## src/rtl/core/pdbb_pkg.sv

```systemverilog
// ----------------------------------------------------------------------------
// pdbb_pkg: shared types and constants of the pixel difference box block
// Payload structs, configuration register indexes, reset values and widths.
// ----------------------------------------------------------------------------
package pdbb_pkg;

  localparam int unsigned PIX_W      = 32;
  localparam int unsigned CHAN_W     = 8;
  localparam int unsigned NUM_CHAN   = PIX_W / CHAN_W;
  localparam int unsigned TOL_W      = 8;
  localparam int unsigned SIZE_W     = 12;
  localparam int unsigned COUNT_W    = 23;
  localparam int unsigned COORD_W    = 11;
  localparam int unsigned CFG_IDX_W  = 2;
  localparam int unsigned CFG_DATA_W = 12;

  localparam int unsigned DEF_MAX_WIDTH  = 2048;
  localparam int unsigned DEF_MAX_HEIGHT = 2048;

  localparam logic [TOL_W-1:0]  TOL_RESET    = 8'd0;
  localparam logic [SIZE_W-1:0] WIDTH_RESET  = 12'd640;
  localparam logic [SIZE_W-1:0] HEIGHT_RESET = 12'd480;

  typedef enum logic [CFG_IDX_W-1:0] {
    CFG_TOLERANCE    = 2'd0,
    CFG_FRAME_WIDTH  = 2'd1,
    CFG_FRAME_HEIGHT = 2'd2
  } cfg_index_e;

  typedef struct packed {
    logic [PIX_W-1:0] left_pixel;
    logic [PIX_W-1:0] right_pixel;
  } pdbb_in_t;

  typedef struct packed {
    logic [COUNT_W-1:0] changed_count;
    logic               any_changed;
    logic [COORD_W-1:0] box_min_x;
    logic [COORD_W-1:0] box_min_y;
    logic [COORD_W-1:0] box_max_x;
    logic [COORD_W-1:0] box_max_y;
  } pdbb_out_t;

  // Pixel stage to accumulator: one registered verdict per pixel pair
  typedef struct packed {
    logic valid;
    logic changed;
  } pdbb_stage_t;

endpackage

```

## src/rtl/core/pdbb_diff.sv

```systemverilog
// ----------------------------------------------------------------------------
// pdbb_diff: pixel compare stage
// Takes the largest channel difference of a pixel pair, compares it with the
// tolerance and registers the changed verdict for the accumulator.
// ----------------------------------------------------------------------------
module pdbb_diff
  import pdbb_pkg::*;
(
  input  logic              clk_i,
  input  logic              rst_ni,
  input  logic [TOL_W-1:0]  tolerance_i,
  input  logic              in_valid_i,
  output logic              in_stall_o,
  input  pdbb_in_t          in_data_i,
  input  logic              advance_i,
  output pdbb_stage_t       stage_o
);

  logic [CHAN_W-1:0] gap   [NUM_CHAN];
  logic [CHAN_W-1:0] max_ab, max_cd, max_gap;
  logic              accept;
  logic              valid_d, valid_q;
  logic              changed_q;

  always_comb begin
    for (int unsigned c = 0; c < NUM_CHAN; c++) begin
      logic [CHAN_W-1:0] a, b;
      a = in_data_i.left_pixel[c*CHAN_W +: CHAN_W];
      b = in_data_i.right_pixel[c*CHAN_W +: CHAN_W];
      gap[c] = (a > b) ? (a - b) : (b - a);
    end
  end

  assign max_ab  = (gap[0] > gap[1]) ? gap[0] : gap[1];
  assign max_cd  = (gap[2] > gap[3]) ? gap[2] : gap[3];
  assign max_gap = (max_ab > max_cd) ? max_ab : max_cd;

  // Hold the stage while the accumulator cannot take it
  assign in_stall_o = valid_q & ~advance_i;
  assign accept     = in_valid_i & ~in_stall_o;

  always_comb begin
    valid_d = valid_q;
    if (accept) begin
      valid_d = 1'b1;
    end else if (advance_i) begin
      valid_d = 1'b0;
    end
  end

  always_ff @(posedge clk_i or negedge rst_ni) begin
    if (!rst_ni) begin
      valid_q <= 1'b0;
    end else begin
      valid_q <= valid_d;
    end
  end

  always_ff @(posedge clk_i) begin
    if (accept) begin
      changed_q <= (max_gap > tolerance_i);
    end
  end

  assign stage_o.valid   = valid_q;
  assign stage_o.changed = changed_q;

endmodule

```

## src/rtl/core/pdbb_accum.sv

```systemverilog
// ----------------------------------------------------------------------------
// pdbb_accum: frame accumulator and result register
// Tracks the raster position, counts changed pixels, grows the bounding box
// and loads the result register at the last pixel of each frame.
// ----------------------------------------------------------------------------
module pdbb_accum
  import pdbb_pkg::*;
#(
  parameter int unsigned MAX_WIDTH  = DEF_MAX_WIDTH,
  parameter int unsigned MAX_HEIGHT = DEF_MAX_HEIGHT
) (
  input  logic              clk_i,
  input  logic              rst_ni,
  input  logic [SIZE_W-1:0] frame_width_i,
  input  logic [SIZE_W-1:0] frame_height_i,
  input  pdbb_stage_t       stage_i,
  output logic              advance_o,
  output logic              out_valid_o,
  input  logic              out_stall_i,
  output pdbb_out_t         out_data_o
);

  localparam int unsigned XW  = (MAX_WIDTH > 1) ? $clog2(MAX_WIDTH) : 1;
  localparam int unsigned YW  = (MAX_HEIGHT > 1) ? $clog2(MAX_HEIGHT) : 1;
  localparam int unsigned SXW = ($clog2(MAX_WIDTH + 1) > SIZE_W) ?
                                $clog2(MAX_WIDTH + 1) : SIZE_W;
  localparam int unsigned SYW = ($clog2(MAX_HEIGHT + 1) > SIZE_W) ?
                                $clog2(MAX_HEIGHT + 1) : SIZE_W;

  logic [SXW-1:0]     fw_ext, w_lim;
  logic [SYW-1:0]     fh_ext, h_lim;
  logic               last_col, last_row, last_pix;

  logic [XW-1:0]      col_d, col_q;
  logic [YW-1:0]      row_d, row_q;
  logic [COUNT_W-1:0] cnt_d, cnt_q, cnt_n;
  logic               found_d, found_q, found_n;
  logic [XW-1:0]      lx_d, lx_q, lx_n, hx_d, hx_q, hx_n;
  logic [YW-1:0]      ly_d, ly_q, ly_n, hy_d, hy_q, hy_n;
  logic               out_valid_d, out_valid_q;
  pdbb_out_t          out_d, out_q;
  logic               load_out;

  // Clamp the frame size: zero acts as one, large values as the maximum
  assign fw_ext = SXW'(frame_width_i);
  assign fh_ext = SYW'(frame_height_i);
  assign w_lim  = (fw_ext == '0) ? SXW'(1) :
                  (fw_ext > SXW'(MAX_WIDTH)) ? SXW'(MAX_WIDTH) : fw_ext;
  assign h_lim  = (fh_ext == '0) ? SYW'(1) :
                  (fh_ext > SYW'(MAX_HEIGHT)) ? SYW'(MAX_HEIGHT) : fh_ext;

  assign last_col = (SXW'(col_q) + SXW'(1)) >= w_lim;
  assign last_row = (SYW'(row_q) + SYW'(1)) >= h_lim;
  assign last_pix = last_col & last_row;

  // A frame end needs a free result register; other pixels always move on
  assign advance_o = stage_i.valid & (~last_pix | ~out_valid_q | ~out_stall_i);
  assign load_out  = advance_o & last_pix;

  // Accumulators including the current pixel
  always_comb begin
    cnt_n   = cnt_q;
    found_n = found_q;
    lx_n    = lx_q;
    hx_n    = hx_q;
    ly_n    = ly_q;
    hy_n    = hy_q;
    if (stage_i.changed) begin
      if (cnt_q != '1) begin
        cnt_n = cnt_q + COUNT_W'(1);
      end
      found_n = 1'b1;
      if (!found_q) begin
        lx_n = col_q;
        hx_n = col_q;
        ly_n = row_q;
        hy_n = row_q;
      end else begin
        if (col_q < lx_q) lx_n = col_q;
        if (col_q > hx_q) hx_n = col_q;
        if (row_q < ly_q) ly_n = row_q;
        if (row_q > hy_q) hy_n = row_q;
      end
    end
  end

  always_comb begin
    col_d   = col_q;
    row_d   = row_q;
    cnt_d   = cnt_q;
    found_d = found_q;
    lx_d    = lx_q;
    hx_d    = hx_q;
    ly_d    = ly_q;
    hy_d    = hy_q;
    if (advance_o) begin
      if (last_pix) begin
        // Clear for the next frame
        col_d   = '0;
        row_d   = '0;
        cnt_d   = '0;
        found_d = 1'b0;
        lx_d    = '0;
        hx_d    = '0;
        ly_d    = '0;
        hy_d    = '0;
      end else begin
        cnt_d   = cnt_n;
        found_d = found_n;
        lx_d    = lx_n;
        hx_d    = hx_n;
        ly_d    = ly_n;
        hy_d    = hy_n;
        if (last_col) begin
          col_d = '0;
          row_d = row_q + YW'(1);
        end else begin
          col_d = col_q + XW'(1);
        end
      end
    end
  end

  always_comb begin
    out_d.changed_count = cnt_n;
    out_d.any_changed   = found_n;
    out_d.box_min_x     = found_n ? COORD_W'(lx_n) : '0;
    out_d.box_min_y     = found_n ? COORD_W'(ly_n) : '0;
    out_d.box_max_x     = found_n ? COORD_W'(hx_n) : '0;
    out_d.box_max_y     = found_n ? COORD_W'(hy_n) : '0;
  end

  always_comb begin
    out_valid_d = out_valid_q;
    if (load_out) begin
      out_valid_d = 1'b1;
    end else if (!out_stall_i) begin
      out_valid_d = 1'b0;
    end
  end

  always_ff @(posedge clk_i or negedge rst_ni) begin
    if (!rst_ni) begin
      col_q       <= '0;
      row_q       <= '0;
      cnt_q       <= '0;
      found_q     <= 1'b0;
      lx_q        <= '0;
      hx_q        <= '0;
      ly_q        <= '0;
      hy_q        <= '0;
      out_valid_q <= 1'b0;
    end else begin
      col_q       <= col_d;
      row_q       <= row_d;
      cnt_q       <= cnt_d;
      found_q     <= found_d;
      lx_q        <= lx_d;
      hx_q        <= hx_d;
      ly_q        <= ly_d;
      hy_q        <= hy_d;
      out_valid_q <= out_valid_d;
    end
  end

  always_ff @(posedge clk_i) begin
    if (load_out) begin
      out_q <= out_d;
    end
  end

  assign out_valid_o = out_valid_q;
  assign out_data_o  = out_q;

  a_frame_end_loads_result: assert property (
    @(posedge clk_i) disable iff (!rst_ni)
    load_out |=> out_valid_q
  ) else $error("frame end did not load the result register");

  a_frame_end_clears: assert property (
    @(posedge clk_i) disable iff (!rst_ni)
    load_out |=> (cnt_q == '0) && !found_q && (col_q == '0) && (row_q == '0)
  ) else $error("accumulators not cleared after frame end");

  a_found_matches_count: assert property (
    @(posedge clk_i) disable iff (!rst_ni)
    found_q == (cnt_q != '0)
  ) else $error("found flag and changed count disagree");

  a_box_ordered: assert property (
    @(posedge clk_i) disable iff (!rst_ni)
    found_q |-> (lx_q <= hx_q) && (ly_q <= hy_q)
  ) else $error("bounding box corners out of order");

endmodule

```

## src/rtl/core/pixel_diff_bounding_box.sv

```systemverilog
// ----------------------------------------------------------------------------
// pixel_diff_bounding_box: streaming frame difference with bounding box
// Holds the configuration registers and joins the compare stage to the
// frame accumulator.
// ----------------------------------------------------------------------------
// Throughput: one pixel pair per cycle; a frame's last pair is held in the compare
//   register, and input stalls, while the previous frame's result sits stalled.
// Pipeline: two register stages (compare register, then result register); the
//   result is offered in the cycle after the accumulator takes the frame's last pair.
// Reset: tolerance 0, frame 640 x 480, position and accumulators cleared,
//   no request pending on either side.
module pixel_diff_bounding_box
  import pdbb_pkg::*;
#(
  parameter int unsigned MAX_WIDTH  = DEF_MAX_WIDTH,
  parameter int unsigned MAX_HEIGHT = DEF_MAX_HEIGHT
) (
  input  logic                  clk_i,
  input  logic                  rst_ni,
  input  logic                  cfg_we_i,
  input  logic [CFG_IDX_W-1:0]  cfg_index_i,
  input  logic [CFG_DATA_W-1:0] cfg_data_i,
  input  logic                  in_valid_i,
  output logic                  in_stall_o,
  input  pdbb_in_t              in_data_i,
  output logic                  out_valid_o,
  input  logic                  out_stall_i,
  output pdbb_out_t             out_data_o
);

  logic [TOL_W-1:0]  tolerance_q;
  logic [SIZE_W-1:0] frame_width_q, frame_height_q;
  pdbb_stage_t       stage;
  logic              advance;

  always_ff @(posedge clk_i or negedge rst_ni) begin
    if (!rst_ni) begin
      tolerance_q    <= TOL_RESET;
      frame_width_q  <= WIDTH_RESET;
      frame_height_q <= HEIGHT_RESET;
    end else if (cfg_we_i) begin
      case (cfg_index_i)
        CFG_TOLERANCE:    tolerance_q    <= cfg_data_i[TOL_W-1:0];
        CFG_FRAME_WIDTH:  frame_width_q  <= cfg_data_i[SIZE_W-1:0];
        CFG_FRAME_HEIGHT: frame_height_q <= cfg_data_i[SIZE_W-1:0];
        default: ;
      endcase
    end
  end

  pdbb_diff u_diff (
    .clk_i       (clk_i),
    .rst_ni      (rst_ni),
    .tolerance_i (tolerance_q),
    .in_valid_i  (in_valid_i),
    .in_stall_o  (in_stall_o),
    .in_data_i   (in_data_i),
    .advance_i   (advance),
    .stage_o     (stage)
  );

  pdbb_accum #(
    .MAX_WIDTH  (MAX_WIDTH),
    .MAX_HEIGHT (MAX_HEIGHT)
  ) u_accum (
    .clk_i          (clk_i),
    .rst_ni         (rst_ni),
    .frame_width_i  (frame_width_q),
    .frame_height_i (frame_height_q),
    .stage_i        (stage),
    .advance_o      (advance),
    .out_valid_o    (out_valid_o),
    .out_stall_i    (out_stall_i),
    .out_data_o     (out_data_o)
  );

endmodule
```

## config.mk

```make
export PLATFORM = sky130hd
export DESIGN_NAME = pixel_diff_bounding_box
export DESIGN_NICKNAME = d
export VERILOG_FILES = /design/src/rtl/core/pdbb_pkg.sv /design/src/rtl/core/pdbb_diff.sv /design/src/rtl/core/pdbb_accum.sv /design/src/rtl/core/pixel_diff_bounding_box.sv
export SDC_FILE = /design/constraint.sdc
export NUM_CORES = 1
export LEC_CHECK = 0
export ABC_AREA = 0
export ABC_CLOCK_PERIOD_IN_PS = 8100
export BUFFER_PORTS_ARGS = -buffer_cell sky130_fd_sc_hd__buf_4
export CORE_ASPECT_RATIO = 0.7
export CORE_UTILIZATION = 53
export DETAILED_ROUTE_END_ITERATION = 10
export GPL_ROUTABILITY_DRIVEN = 0
export GPL_TIMING_DRIVEN = 0
export PLACE_DENSITY = 0.76
export SKIP_LAST_GASP = 1
export SLEW_MARGIN = 20
export SYNTH_ARGS = -nofsm -noshare
export SYNTH_HDL_FRONTEND = slang
export SYNTH_HIERARCHICAL = 1
export SYNTH_SLANG_ARGS = --single-unit
```

## constraint.sdc

```tcl
create_clock -name clk_i -period 8.1 [get_ports clk_i]
set_input_delay 1.215 -clock clk_i [delete_from_list [all_inputs] [get_ports clk_i]]
set_output_delay 1.215 -clock clk_i [all_outputs]
set_load 0.02 [all_outputs]
```

==> After elaboration in Yosys (flattened, before gate mapping) <==
Cells that the tools add are included.
{ "word_totals": {"reg_bits": 193, "out_inout_bits": 70, "word_cells": 114} }
{ "op_classes": {"addsub": 13, "n_lt_le_gt_ge": 16, "n_eq_ne": 4, "n_mux": 40, "bitwise_logic": 12, "n_reduce_logical": 9} }
{ "ops": {"columns": ["cell", "n"], "rows": [
  ["$mux W11", 20],
  ["$mux W23", 3],
  ["$gt A8 B8 Y1", 8],
  ["$sub A8 B8 Y8", 8],
  ["$mux W8", 7],
  ["$mux W12", 4],
  ["$add A11 B1 Y12 const B", 2],
  ["$ge A12 B12 Y1", 2],
  ["$gt A12 B12 Y1 const B", 2],
  ["$logic_not A12 Y1", 2],
  ["$add A23 B1 Y23 const B", 1],
  ["$ne A23 B23 Y1 const B", 1],
  ["$add A11 B1 Y11 const B", 2],
  ["$gt A11 B11 Y1", 2],
  ["$lt A11 B11 Y1", 2],
  ["$reduce_and A2 Y1", 4],
  ["$mux W1", 6],
  ["$and A1 B1 Y1", 5],
  ["$not A1 Y1", 5],
  ["$reduce_bool A2 Y1", 2],
  ["$eq A2 B1 Y1 const B", 1],
  ["$eq A2 B2 Y1 const B", 1],
  ["$logic_not A2 Y1", 1],
  ["$ne A2 B1 Y1 const B", 1],
  ["$or A1 B1 Y1", 2]
]} }

==> Logic depth before layout (Yosys ltp) <==
Gate-level depths: netlist of run 1.
{ "depth": {"depth_word": 14, "depth_mapped": 35, "ltp_nobuf": 33} }

==> Hierarchy <==
The synthesis of run 1 kept the hierarchy.
{ "modules_own_cells": {"columns": ["mod", "n_inst", "cells_per_inst", "area_each_um2"], "rows": [
  ["pdbb_accum", 1, 883, 9188.8],
  ["pdbb_diff", 1, 537, 3972.6],
  ["pixel_diff_bounding_box", 1, 69, 1224.9]
]} }

==> Least setup slack after synthesis of run 1 <==
Ideal clock, no wire load.
{ "synth_timing": {"kind": "reg-to-reg", "startpoint": "register u_accum.col_q[1]", "endpoint": "register u_accum.out_q, in the netlist u_accum/out_data_o[0] (enable)", "setup_time_ns": 0.578, "arrival_time_ns": 7.267, "t_required_ns": 7.522, "path_slack_ns": 0.256, "stages_incl_launch_ff": 14, "synth_period_minus_slack_ns": 7.844, "cell_sequence": "dfrtp_1 ha_1 and3_1 and3_1 clkbuf_1 nand3_1 xnor2_1 ha_1 nand4_1 nor3_1 nand3_1 and2_1 clkbuf_1 nor3_1"} }
{ "synth_via": {"elab_chain_cells": 8} }
{ "synth_lines": {"columns": ["item", "line_no", "text"], "rows": [
  ["start: declaration", "pdbb_accum.sv:34", "logic [XW-1:0] col_d, col_q;"],
  ["start signal: assignment", "pdbb_accum.sv:154", "col_q <= col_d;"],
  ["$add A11 B1 Y12 *", "pdbb_accum.sv:52", "assign last_col = (SXW'(col_q) + SXW'(1)) >= w_lim;"],
  ["$ge A12 B12 Y1 *", "pdbb_accum.sv:52", null],
  ["$and A1 B1 Y1 *", "pdbb_accum.sv:54", "assign last_pix = last_col & last_row;"],
  ["$not A1 Y1", "pdbb_accum.sv:57", "assign advance_o = stage_i.valid & (~last_pix | ~out_valid_q | ~out_stall_i);"],
  ["$or A1 B1 Y1 (2 in a row)", "pdbb_accum.sv:57", null],
  ["$and A1 B1 Y1", "pdbb_accum.sv:57", null],
  ["$and A1 B1 Y1 *", "pdbb_accum.sv:58", "assign load_out = advance_o & last_pix;"],
  ["named net u_accum.load_out", "pdbb_accum.sv:42", "logic load_out;"],
  ["end signal: assignment", "pdbb_accum.sv:168", "out_q <= out_d;"],
  ["end: declaration", "pdbb_accum.sv:41", "pdbb_out_t out_d, out_q;"]
]} }
Mark *: on every way through the listed nets, which the timed path passes. The rest lies on a longest branch.
A chain may end at the register's enable or synchronous reset.

==> Worst setup path in the final report of run 1 <==
{ "layout_timing": {"startpoint": "input in_data_i[3] (netlist bit)", "endpoint": "register u_diff.changed_q (data pin)"} }
{ "layout_via": {"elab_chain_cells": 7, "word_cells_on_any_way": 9} }
{ "layout_lines": {"columns": ["item", "line_no", "text"], "rows": [
  ["start: declaration", "pixel_diff_bounding_box.sv:25", "input pdbb_in_t in_data_i,"],
  ["$sub A8 B8 Y8 or $gt A8 B8 Y1 (tied branches)", "pdbb_diff.sv:30", "gap[c] = (a > b) ? (a - b) : (b - a);"],
  ["$mux W8 *", "pdbb_diff.sv:30", null],
  ["$gt A8 B8 Y1", "pdbb_diff.sv:34", "assign max_ab = (gap[0] > gap[1]) ? gap[0] : gap[1];"],
  ["$mux W8 *", "pdbb_diff.sv:34", null],
  ["$gt A8 B8 Y1", "pdbb_diff.sv:36", "assign max_gap = (max_ab > max_cd) ? max_ab : max_cd;"],
  ["$mux W8 *", "pdbb_diff.sv:36", null],
  ["$gt A8 B8 Y1 *", "pdbb_diff.sv:61", "changed_q <= (max_gap > tolerance_i);"],
  ["end signal: assignment", "pdbb_diff.sv:61", null],
  ["end: declaration", "pdbb_diff.sv:23", "logic changed_q;"]
]} }
Every way passes the cells marked *; elsewhere a longest branch is shown, timed or not.

==> results of run 1 <==
[flip-flops by register name (all words and copies together), names as in the netlist]
name,flops
tolerance_q,8
frame_height_q,12
u_accum/out_valid_o,1
u_accum/ly_q,11
u_accum/hx_q,11
u_accum/lx_q,11
u_diff/changed_q,1
u_accum/hy_q,11
u_accum/out_data_o,68
u_accum/found_q,1
u_accum/cnt_q,23
u_accum/col_q,11
u_accum/row_q,11
frame_width_q,12
u_diff/valid_q,1
[timing repair]
item / CTS / global route
buffers inserted: 0 / 3
setup endpoints to repair: 0 / 1
resized for setup: 0 / 7
[worst max path at each step]
stage                                   endpoint        startpoint
after global routing            u_diff/changed_q     in_data_i[32]
after global placement    u_accum/out_data_o[31]  u_accum/col_q[2]
after detailed placement        u_diff/changed_q     in_data_i[32]
final                           u_diff/changed_q      in_data_i[3]
after CTS                       u_diff/changed_q     in_data_i[32]
after floorplan            u_accum/out_data_o[0]  u_accum/col_q[1]
[per-stage QoR]
| step | setup WS [ns] | cell area (µm²) | hold WS, ns | util | power, mW |
|---|---|---|---|---|---|
| finish | 0.3945 | 16690 | 0.5087 | 0.6250 | 4.883 |
| global route | -0.01132 | 16690 | 0.5415 | 0.6250 | 5.251 |
| CTS | 0.06442 | 16650 | 0.5115 | 0.6233 | 4.842 |
| detailed placement | -0.3866 | 16070 | 0.4961 | 0.6015 | 3.976 |
| global placement | -2.282 | 15980 | 0.4948 | 0.5983 | 3.872 |
| floorplan | 0.2556 | 14390 | 0.4799 | - | 3.288 |
[layout make-up]
| cell class | instances | share of cell area |
|---|---|---|
| Tap cell | 364 | 0.02728 |
| Inverter | 162 | 0.03642 |
| Sequential cell | 193 | 0.3104 |
| Multi-Input combinational cell | 1064 | 0.4959 |
| Timing Repair Buffer | 162 | 0.07450 |
| Clock inverter | 14 | 0.009143 |
| Clock buffer | 18 | 0.02571 |
| Buffer | 70 | 0.02061 |
[per-layer routing]
layer  routed length, µm  global-route usage  vias up
met1               17310              0.3966     5698
met4                 168             0.03522        0
li1                    -                   -     5698
met5                   0                   0        -
met2               14600              0.3673      362
met3                2370             0.04629       17
[cell families (layout without fill, tap and decap cells)]
logic type / after synthesis / count (layout) / share of synthesized area
xor+xnor: 55 / 55 / 0.03401
compound gates: 314 / 314 / 0.1553
buf+inv: 232 / 426 / 0.06584
simple gates: 403 / 403 / 0.1445
fa+ha+maj: 169 / 169 / 0.1512
flops: 193 / 193 / 0.3602
mux: 123 / 123 / 0.08889
[power by group through the flow]
stage          Sequential (mW)  Combinational, mW  Clock (mW)
6_report                  1.38               2.66       0.846
5_1_grt                   1.40               2.96       0.898
4_1_cts                   1.37               2.61       0.859
3_5_place_dp              1.39               2.59           0
3_3_place_gp              1.39               2.48           0
2_1_floorplan             1.37               1.92           0
[cell usage in the layout, fill, tap and decap left out, types with 13 or more instances in the layout]
master	count
nand4_1	26
buf_4	168
nor3b_1	14
o21ai_1	13
xor2_1	20
a21oi_1	77
nor3_1	30
mux2i_1	85
dfrtp_1	118
xnor2_1	34
mux2_2	37
nor2_1	84
a22o_1	48
and3_1	15
nand3_1	49
clkbuf_1	32
edfxtp_1	69
inv_1	160
nor2b_1	21
nand2_1	89
buf_2	24
o21ai_0	46
o211ai_1	15
ha_1	161
and2_1	15
a21o_1	20
clkbuf_16	17
==> metrics.txt, run 1 <==
status complete, no violations; VDD IR max 176.1 µV; Final min period 7.705 ns; Clock Latency Late Sink 0.44 ns; area of the core 0.02671 mm²; DIE AREA 0.02782 mm²; DRT iter0 DRCs 692; post-synthesis cell area 0.01439 mm²; Worst setup EP type flip-flop; Bufs and invs on worst path 8; CP Max Fanout 10; drt drc 0; EDFF count, synth 69; Die Y 139.8 µm; # IOs 153; FFs w/ async S/R, synth 0.6425; Fin. Hold Viols 0; Yosys warning total 6; GR Util All Layers 0.2534; H-tree depth 4; Slew @ Worst Pin 0.8892 ns; most common cell in the netlist ha_1; hold path startpoint tolerance_q[6]; top area cells in the synthesized netlist dfrtp_1, edfxtp_1, ha_1; P_int 2.810 mW; Yosys top cell area share 0.2053; Hold Crit Depth 1; HPWL after DPL 26840 µm; sequential group share of total power 0.282; worst rel slew slack 0.4039; clock network fraction of total power 0.173; flop-to-flop setup slack 3.20 ns; FILL cells 2223; post-DR vias/cell 5.752; global-route wire length before repair 56420 µm; crit path launch type input pin; Initial Util 0.5385; clk_skew 0.01103 ns; footprint of the multi-input gates 0.008279 mm²; final count of negative-setup-slack endpoints 0; clock sink count 193; die width 198.9 µm; CP Data Required Time 8.28 ns; Crit-path slowest cell mux2i_1; post-route insts no fill 2047; Levels on crit path 34; CTS tree built; Placed Instances 2012; routed len/inst 16.83 µm; Net Sw Frac 0.4246; Overflow after GRT 0; Final ANT Viol Nets 0; Layout area overhead 16.05%; initial antenna violation count 0; Comb power frac 0.545; max cap viols 0; row count 50; layout cell share with drive strength beyond 1 0.1836; final wirelength 34460 µm; Yosys top cell by area dfrtp_1; critical path's top delay family compound AO/OA/AOI/OAI gates; clock buffer depth 2; Post-CTS Hold Buffers 0; reg-to-reg endpoint u_accum/out_data_o[48]; Final Net Count 1922; Arr. time, crit path 7.88 ns; NetSw 2.074 mW; Mapped Cells 1489; worst setup path class in -> reg; Fmax 0.1298 GHz; Worst Reg2Reg Path Length in Cells 15; vias in the first global route 11120; Port Buffer Count 152; register cell area after layout 0.005182 mm²; synthesized area per cell 9.662 µm²; Slew Limit Fails 0; Hold Path End tolerance_q[6]; Pwr Density 292.5 mW/mm²; Lkg Pwr 7.886 nW; Fin Setup TNS 0 ns; fraction of the yosys area taken by sequential cells 0.3602; pin count of the biggest net entering global routing 76; Num CTS Buffers 17; number of diodes 0; Synth top cells by count ha_1, inv_1, dfrtp_1; Final Cycle Share 0.9513; post-synthesis net count 1741; most frequent CP cell a21oi_1; Critical Path Max Stage Delay 0.41 ns; Worst-path clk slew 0.07 ns; CTS Root Cell clkbuf_16; worst reg2reg startpoint u_accum/col_q[2]; DR vias 11780; drt pass-1 iters 5; number of library cell types mapped by synthesis 78; main flop type after synthesis dfrtp_1; Worst Hold Class reg -> reg; Seq cells post-synth 193
(Power assumes the default switching activity.)
==> inputs of run 2 (changes only) <==
--- a/config.mk
+++ b/config.mk
@@ -9,11 +9,10 @@
 export ABC_CLOCK_PERIOD_IN_PS = 8100
 export BUFFER_PORTS_ARGS = -buffer_cell sky130_fd_sc_hd__buf_4
 export CORE_ASPECT_RATIO = 0.7
-export CORE_UTILIZATION = 53
+export CORE_UTILIZATION = 31
 export DETAILED_ROUTE_END_ITERATION = 10
 export GPL_ROUTABILITY_DRIVEN = 0
 export GPL_TIMING_DRIVEN = 0
-export PLACE_DENSITY = 0.76
 export SKIP_LAST_GASP = 1
 export SLEW_MARGIN = 20
 export SYNTH_ARGS = -nofsm -noshare
==> run 2 against run 1 <==
Compared with the run above:
- count of clock-buffer cells in the layout shrank 1
- power shrank 0.35%
- critical path depth grew 1
- clock power shrank 0.9%
- fmax grew 2.7%
- global-route usage shrank 9.4 points
- cell count grew 12%
- wire length grew 8.9%
- combinational power is essentially flat
- setup slack gained 0.20 ns
- die area grew 70%
- via count shrank 1.1%
- critical path type unchanged
- highest routed layer is now met5
==> metrics.txt, run 2 (same netlist as run 1, synthesis figures left out) <==
status complete, no violations; GR Util All Layers 0.1593 (-0.09406); clock network fraction of total power 0.172 (about the same); Hold Crit Depth 1 (unchanged); Final Net Count 1920 (-0.10%); Slew @ Worst Pin 0.7594 ns (-0.1299 ns); post-route insts no fill 2286 (+12%); # IOs 153 (unchanged); H-tree depth 4 (unchanged); Placed Instances 2252 (+12%); worst setup margin 0.5954 ns (+0.2009 ns); final count of negative-setup-slack endpoints 0 (unchanged); worst slack, placed -0.4951 ns (-0.1085 ns); initial antenna violation count 3 (+3); Slew Limit Fails 0 (unchanged); VDD IR max 132.8 µV (-25%); Port Buffer Count 152 (unchanged); vias in the first global route 11380 (+2.3%); Final ANT Viol Nets 0 (unchanged); Initial Util 0.3170 (-0.2215); Worst setup EP type flip-flop; Fin Hold WS 0.5126 ns (+0.003904 ns); area of the core 0.04538 mm² (+70%); drt pass-1 iters 5 (unchanged); Comb power frac 0.545 (about the same); most frequent CP cell a21oi_1; routed len/inst 16.42 µm (-2.4%); DR vias 11640 (-1.1%); max reg flops 68 (unchanged); clock sink count 193 (unchanged); global-route wire length before repair 60110 µm (+6.5%); met3 WL 2321 µm (-2.1%); sequential group share of total power 0.283 (about the same); clk_skew 0.01376 ns (+0.002726 ns); Layout area overhead 18.16%; Fmax 0.1333 GHz (+2.7%); Final Cycle Share 0.9265 (-0.02480); max cap viols 0 (unchanged); Crit-path slowest cell fa_1; worst reg2reg startpoint u_accum/col_q[2]; CP Data Required Time 8.29 ns (about the same); Arr. time, crit path 7.69 ns (-0.19 ns); CTS tree built; leading cell type in the layout, fill and taps excluded buf_4; HPWL after DPL 29830 µm (+11%); final wirelength 37540 µm (+8.9%); Hold Path End tolerance_q[2]; M1 wire length 18760 µm (+8.3%); CTS Root Cell clkbuf_16; P_int 2.780 mW (-1.1%); flop-to-flop setup slack 3.30 ns (+0.10 ns); leading cell types in the layout, fill and taps excluded buf_4, ha_1, inv_1, dfrtp_1, nand2_1; clock buffer depth 2 (unchanged); die width 259.5 µm (+30%); Max Used Layer met5; drt drc 0 (unchanged); Critical Path Max Stage Delay 0.38 ns (-0.03 ns); Worst Hold Class reg -> reg; Worst-path clk slew 0.07 ns (about the same); worst setup path class in -> reg; Net Sw Frac 0.4287 (+0.004043); worst rel slew slack 0.4938 (+0.08981); hold path startpoint tolerance_q[2]; Num CTS Buffers 17 (unchanged); Final min period 7.505 ns (-0.2009 ns); row count 65 (+30%); post-DR vias/cell 5.092 (-11%); pin count of the biggest net entering global routing 82 (+7.9%); Post-CTS Hold Buffers 0 (unchanged); Fin. Hold Viols 0 (unchanged); reg-to-reg endpoint u_accum/out_data_o[37]; Pwr Density 286.3 mW/mm² (-2.1%); Lkg Pwr 7.879 nW (about the same); Clock Latency Late Sink 0.46 ns (+0.02 ns); DIE AREA 0.04729 mm² (+70%); CP Max Fanout 10 (unchanged); Die Y 182.2 µm (+30%); layout cell share with drive strength beyond 1 0.1862 (+0.002598); Worst Reg2Reg Path Length in Cells 16 (+1); crit path launch type input pin; Overflow after GRT 0 (unchanged); NetSw 2.086 mW (+0.59%); DRT iter0 DRCs 721 (+4.2%); length of routed met2 wiring 15920 µm (+9.0%)
[run 2: worst max path at each step]
stage	startpoint	end	slack, ns	cells after the start
after CTS	in_data_i[3]	u_diff/changed_q	0.16	33
after detailed placement	in_data_i[3]	u_diff/changed_q	-0.50	33
after floorplan	u_accum/col_q[1]	u_accum/out_data_o[0]	0.26	13
after global routing	in_data_i[32]	u_diff/changed_q	-0.03	35
final	in_data_i[32]	u_diff/changed_q	0.60	35
after global placement	u_accum/col_q[1]	u_accum/out_data_o[35]	-2.61	13
[run 2: layer usage]
layer,track usage,vias up
li1,-,5694
met2,0.2288,229
met3,0.03847,35
met5,0,-
met4,0.04400,4
met1,0.2345,5678
[run 2: per-stage QoR]
stage	area [µm²]	total power, mW	utilization	TNS [ns]
after floorplan	14390	3.288	-	0
after global placement	16280	3.935	0.3588	-177.46
after detailed placement	16380	4.017	0.3610	-0.4951
after CTS	16950	4.870	0.3736	0
after global routing	17000	5.274	0.3745	-0.02753
final	17000	4.866	0.3746	0
[run 2: power groups by stage]
| stage | Clock (mW) | Sequential, mW | Combinational (mW) |
|---|---|---|---|
| after detailed placement | 0 | 1.39 | 2.63 |
| after floorplan | 0 | 1.37 | 1.92 |
| after global placement | 0 | 1.40 | 2.54 |
| after CTS | 0.857 | 1.37 | 2.64 |
| after global routing | 0.895 | 1.40 | 2.98 |
| final | 0.838 | 1.38 | 2.65 |
[run 2: layout make-up]
cell class	count	area, µm²
antenna	2	5.005
buffer	70	344.1
clock buffer	17	425.4
clock inverter	15	146.4
fill	4575	28380
inverter	162	608.1
multi-input combinational	1064	8300
sequential	193	5182
tap	603	754.5
timing repair buffer	160	1232
[run 2: critical path: cells and delay by family]
| kind | cells | cell delay, ns |
|---|---|---|
| buf+inv | 8 | 1.21 |
| xor+xnor | 1 | 0.21 |
| simple gates | 5 | 0.57 |
| compound gates | 14 | 2.44 |
| mux | 2 | 0.68 |
| fa+ha+maj | 5 | 1.35 |
[run 2: repair_timing]
action | in CTS | in global routing
resized for setup | 1 | 10
buffers inserted | 0 | 0
pin swaps | 0 | 0
endpoints found under the setup margin | 1 | 1
cloned | 0 | 0
==> inputs of run 3 (changes only) <==
--- a/config.mk
+++ b/config.mk
@@ -8,11 +8,14 @@
 export ABC_AREA = 0
 export ABC_CLOCK_PERIOD_IN_PS = 8100
 export BUFFER_PORTS_ARGS = -buffer_cell sky130_fd_sc_hd__buf_4
+export CELL_PAD_IN_SITES_DETAIL_PLACEMENT = 1
+export CELL_PAD_IN_SITES_GLOBAL_PLACEMENT = 1
 export CORE_ASPECT_RATIO = 0.7
-export CORE_UTILIZATION = 31
+export CORE_UTILIZATION = 42
 export DETAILED_ROUTE_END_ITERATION = 10
 export GPL_ROUTABILITY_DRIVEN = 0
 export GPL_TIMING_DRIVEN = 0
+export PLACE_DENSITY_LB_ADDON = 0.1
 export SKIP_LAST_GASP = 1
 export SLEW_MARGIN = 20
 export SYNTH_ARGS = -nofsm -noshare
==> run 3 against run 2 <==
Compared with the run above:
- power grew 2.4%
- critical path depth fell by 2
- critical path type unchanged
- sequential share of layout area grew 0.26 points
- cell count fell by 7.0%
- setup slack better by 0.013 ns
- combinational power increased by 5%
- cell area fell by 0.85%
- clock power shrank 0.8%
- core utilization is 13 points higher
==> metrics.txt, run 3 (same netlist as run 1, synthesis figures left out) <==
status complete, no violations; flop-to-flop setup slack 2.83 ns (-0.47 ns); worst slack, placed -0.7380 ns (-0.2429 ns); Crit-path slowest cell mux2_2; VDD IR max 152.7 µV (+15%); drt drc 0 (unchanged); # IOs 153 (unchanged); pin count of the biggest net entering global routing 90 (+9.8%); clk_skew 0.007968 ns (-0.005790 ns); worst setup path class in -> reg; Placed Instances 2084 (-7.5%); layout cell share with drive strength beyond 1 0.1882 (+0.001967); Lkg Pwr 7.929 nW (+0.64%); worst rel slew slack 0.2624 (-0.2314); Worst-path clk slew 0.07 ns (about the same); Clock Latency Late Sink 0.45 ns (about the same); die width 223.2 µm (-14%); CTS tree built; routed len/inst 19.32 µm (+18%); max reg flops 68 (unchanged); most frequent CP cell a21oi_1; DRT iter0 DRCs 614 (-15%); number of diodes 0 (-2); post-route insts no fill 2125 (-7.0%); DIE AREA 0.03501 mm² (-26%); DR vias 11820 (+1.6%); Port Buffer Count 152 (unchanged); Final Net Count 1929 (+0.47%); vias in the first global route 12070 (+6.0%); H-tree depth 4 (unchanged); crit path launch type input pin; final count of negative-setup-slack endpoints 0 (unchanged); Overflow after GRT 0 (unchanged); Fin. Hold Viols 0 (unchanged); Worst setup EP type flip-flop; global-route wire length before repair 65980 µm (+9.8%); leading cell types in the layout, fill and taps excluded buf_4, ha_1, inv_1, dfrtp_1, nand2_1; CTS Root Cell clkbuf_16; clock sink count 193 (unchanged); Fin Setup TNS 0 ns (unchanged); Worst Hold Class reg -> reg; Die Y 156.8 µm (-14%); area of the core 0.03363 mm² (-26%); Hold Crit Depth 1 (unchanged); initial antenna violation count 1 (-2); reg-to-reg endpoint u_accum/out_data_o[6]; Worst Reg2Reg Path Length in Cells 18 (+2); Slew Limit Fails 0 (unchanged); Layout area overhead 17.15%; Fin Hold WS 0.5101 ns (-0.002573 ns); row count 56 (-14%); clock buffer depth 2 (unchanged); worst setup margin 0.6083 ns (+0.01290 ns); CP Max Fanout 10 (unchanged); final wirelength 41050 µm (+9.3%); Final min period 7.492 ns (-0.01290 ns); Fmax 0.1335 GHz (+0.17%); critical path's top delay family compound AO/OA/AOI/OAI gates; Final ANT Viol Nets 0 (unchanged); hold path startpoint tolerance_q[6]; overall power 4.982 mW (+2.4%); Critical Path Max Stage Delay 0.39 ns (about the same); leading cell type in the layout, fill and taps excluded buf_4; Pwr Density 295.6 mW/mm² (+3.3%); HPWL after DPL 32210 µm (+8.0%); GR Util All Layers 0.2397 (+0.08034); drt pass-1 iters 6 (+1); Num CTS Buffers 17 (unchanged); Initial Util 0.4278 (+0.1107); post-DR vias/cell 5.563 (+9.3%); Arr. time, crit path 7.68 ns (about the same); worst reg2reg startpoint u_accum/col_q[2]; Bufs and invs on worst path 8 (unchanged); max cap viols 0 (unchanged); unrepaired setup endpoints after global routing false; Hold Path End tolerance_q[6]; Slew @ Worst Pin 1.102 ns (+0.3430 ns); Final Cycle Share 0.9249 (-0.001592); CP Data Required Time 8.29 ns (about the same)
-- run 3: changes by cell type in the layout (fill, tap and decap cells not counted), sizes merged --
cell      change
clkbuf        +7
buf           +9
bufinv        -1
clkinv        +2
clkinvlp      -1
diode         -2
inv           -7
-- run 3: worst max path at each step --
stage / from / slack (ns) / depth (start not counted) / end
finish: in_data_i[11] / 0.61 / 33 / u_diff/changed_q
global route: in_data_i[56] / 0.02 / 35 / u_diff/changed_q
CTS: in_data_i[11] / 0.11 / 31 / u_diff/changed_q
detailed placement: in_data_i[11] / -0.74 / 31 / u_diff/changed_q
global placement: u_accum/col_q[2] / -2.76 / 13 / u_accum/out_data_o[2]
floorplan: u_accum/col_q[1] / 0.26 / 13 / u_accum/out_data_o[0]
-- run 3: area by class of cell --
class                   count  area [µm²]
fillers                  3851       16780
multi-input cells        1064        8294
flip-flops and latches    193        5182
repair buffers            170        1318
inverters                 162       608.1
well taps                 435       544.3
clock buffers              24       514.2
plain buffers              69       342.8
clock inverters             8       50.05
-- run 3: metrics by stage --
step | cell area, µm² | util
final | 16850 | 0.5011
after detailed placement | 16170 | 0.4807
after floorplan | 14390 | -
after global placement | 16070 | 0.4779
after global routing | 16850 | 0.5011
after CTS | 16740 | 0.4978
-- run 3: worst register-to-register path: stages, from the launching register on --
cell and delay [ns]:
dfrtp_1 0.42, clkbuf_1 0.45, and3_1 0.29, and3_1 0.16
clkbuf_1 0.22, nand3_1 0.15, xnor2_1 0.19, ha_1 0.35
nand4_1 0.09, nor3_1 0.32, nand3_1 0.22, and2_1 0.23
clkbuf_1 0.28, nor3_2 0.49, buf_4 0.29, buf_6 0.17
buf_4 0.20, buf_4 0.22, buf_4 0.22
-- run 3: what timing repair did --
item | in CTS | in global routing
endpoints found under the setup margin | 1 | 1
gates resized for setup | 3 | 9
cloned | 0 | 0
buffers inserted | 0 | 10
hold buffers | 0 | 0
pin swaps | 0 | 4
-- run 3: metal layers --
metal  up-vias  share of wire  GRT usage
li1       5707              -          -
met1      5843           0.52     0.3608
met2       231           0.43     0.3588
met3        39          0.044    0.03492
met4         2          0.012    0.05484
met5         -        0.00041          0
-- run 3: where the power goes --
group / switching [mW] / internal (mW) / total (mW) / leakage, nW
Combinational: 1.62 / 1.15 / 2.77 / 5.42
Clock: 0.386 / 0.445 / 0.831 / 0.277
Sequential: 0.154 / 1.22 / 1.38 / 2.24
Total: 2.17 / 2.82 / 4.98 / 7.93
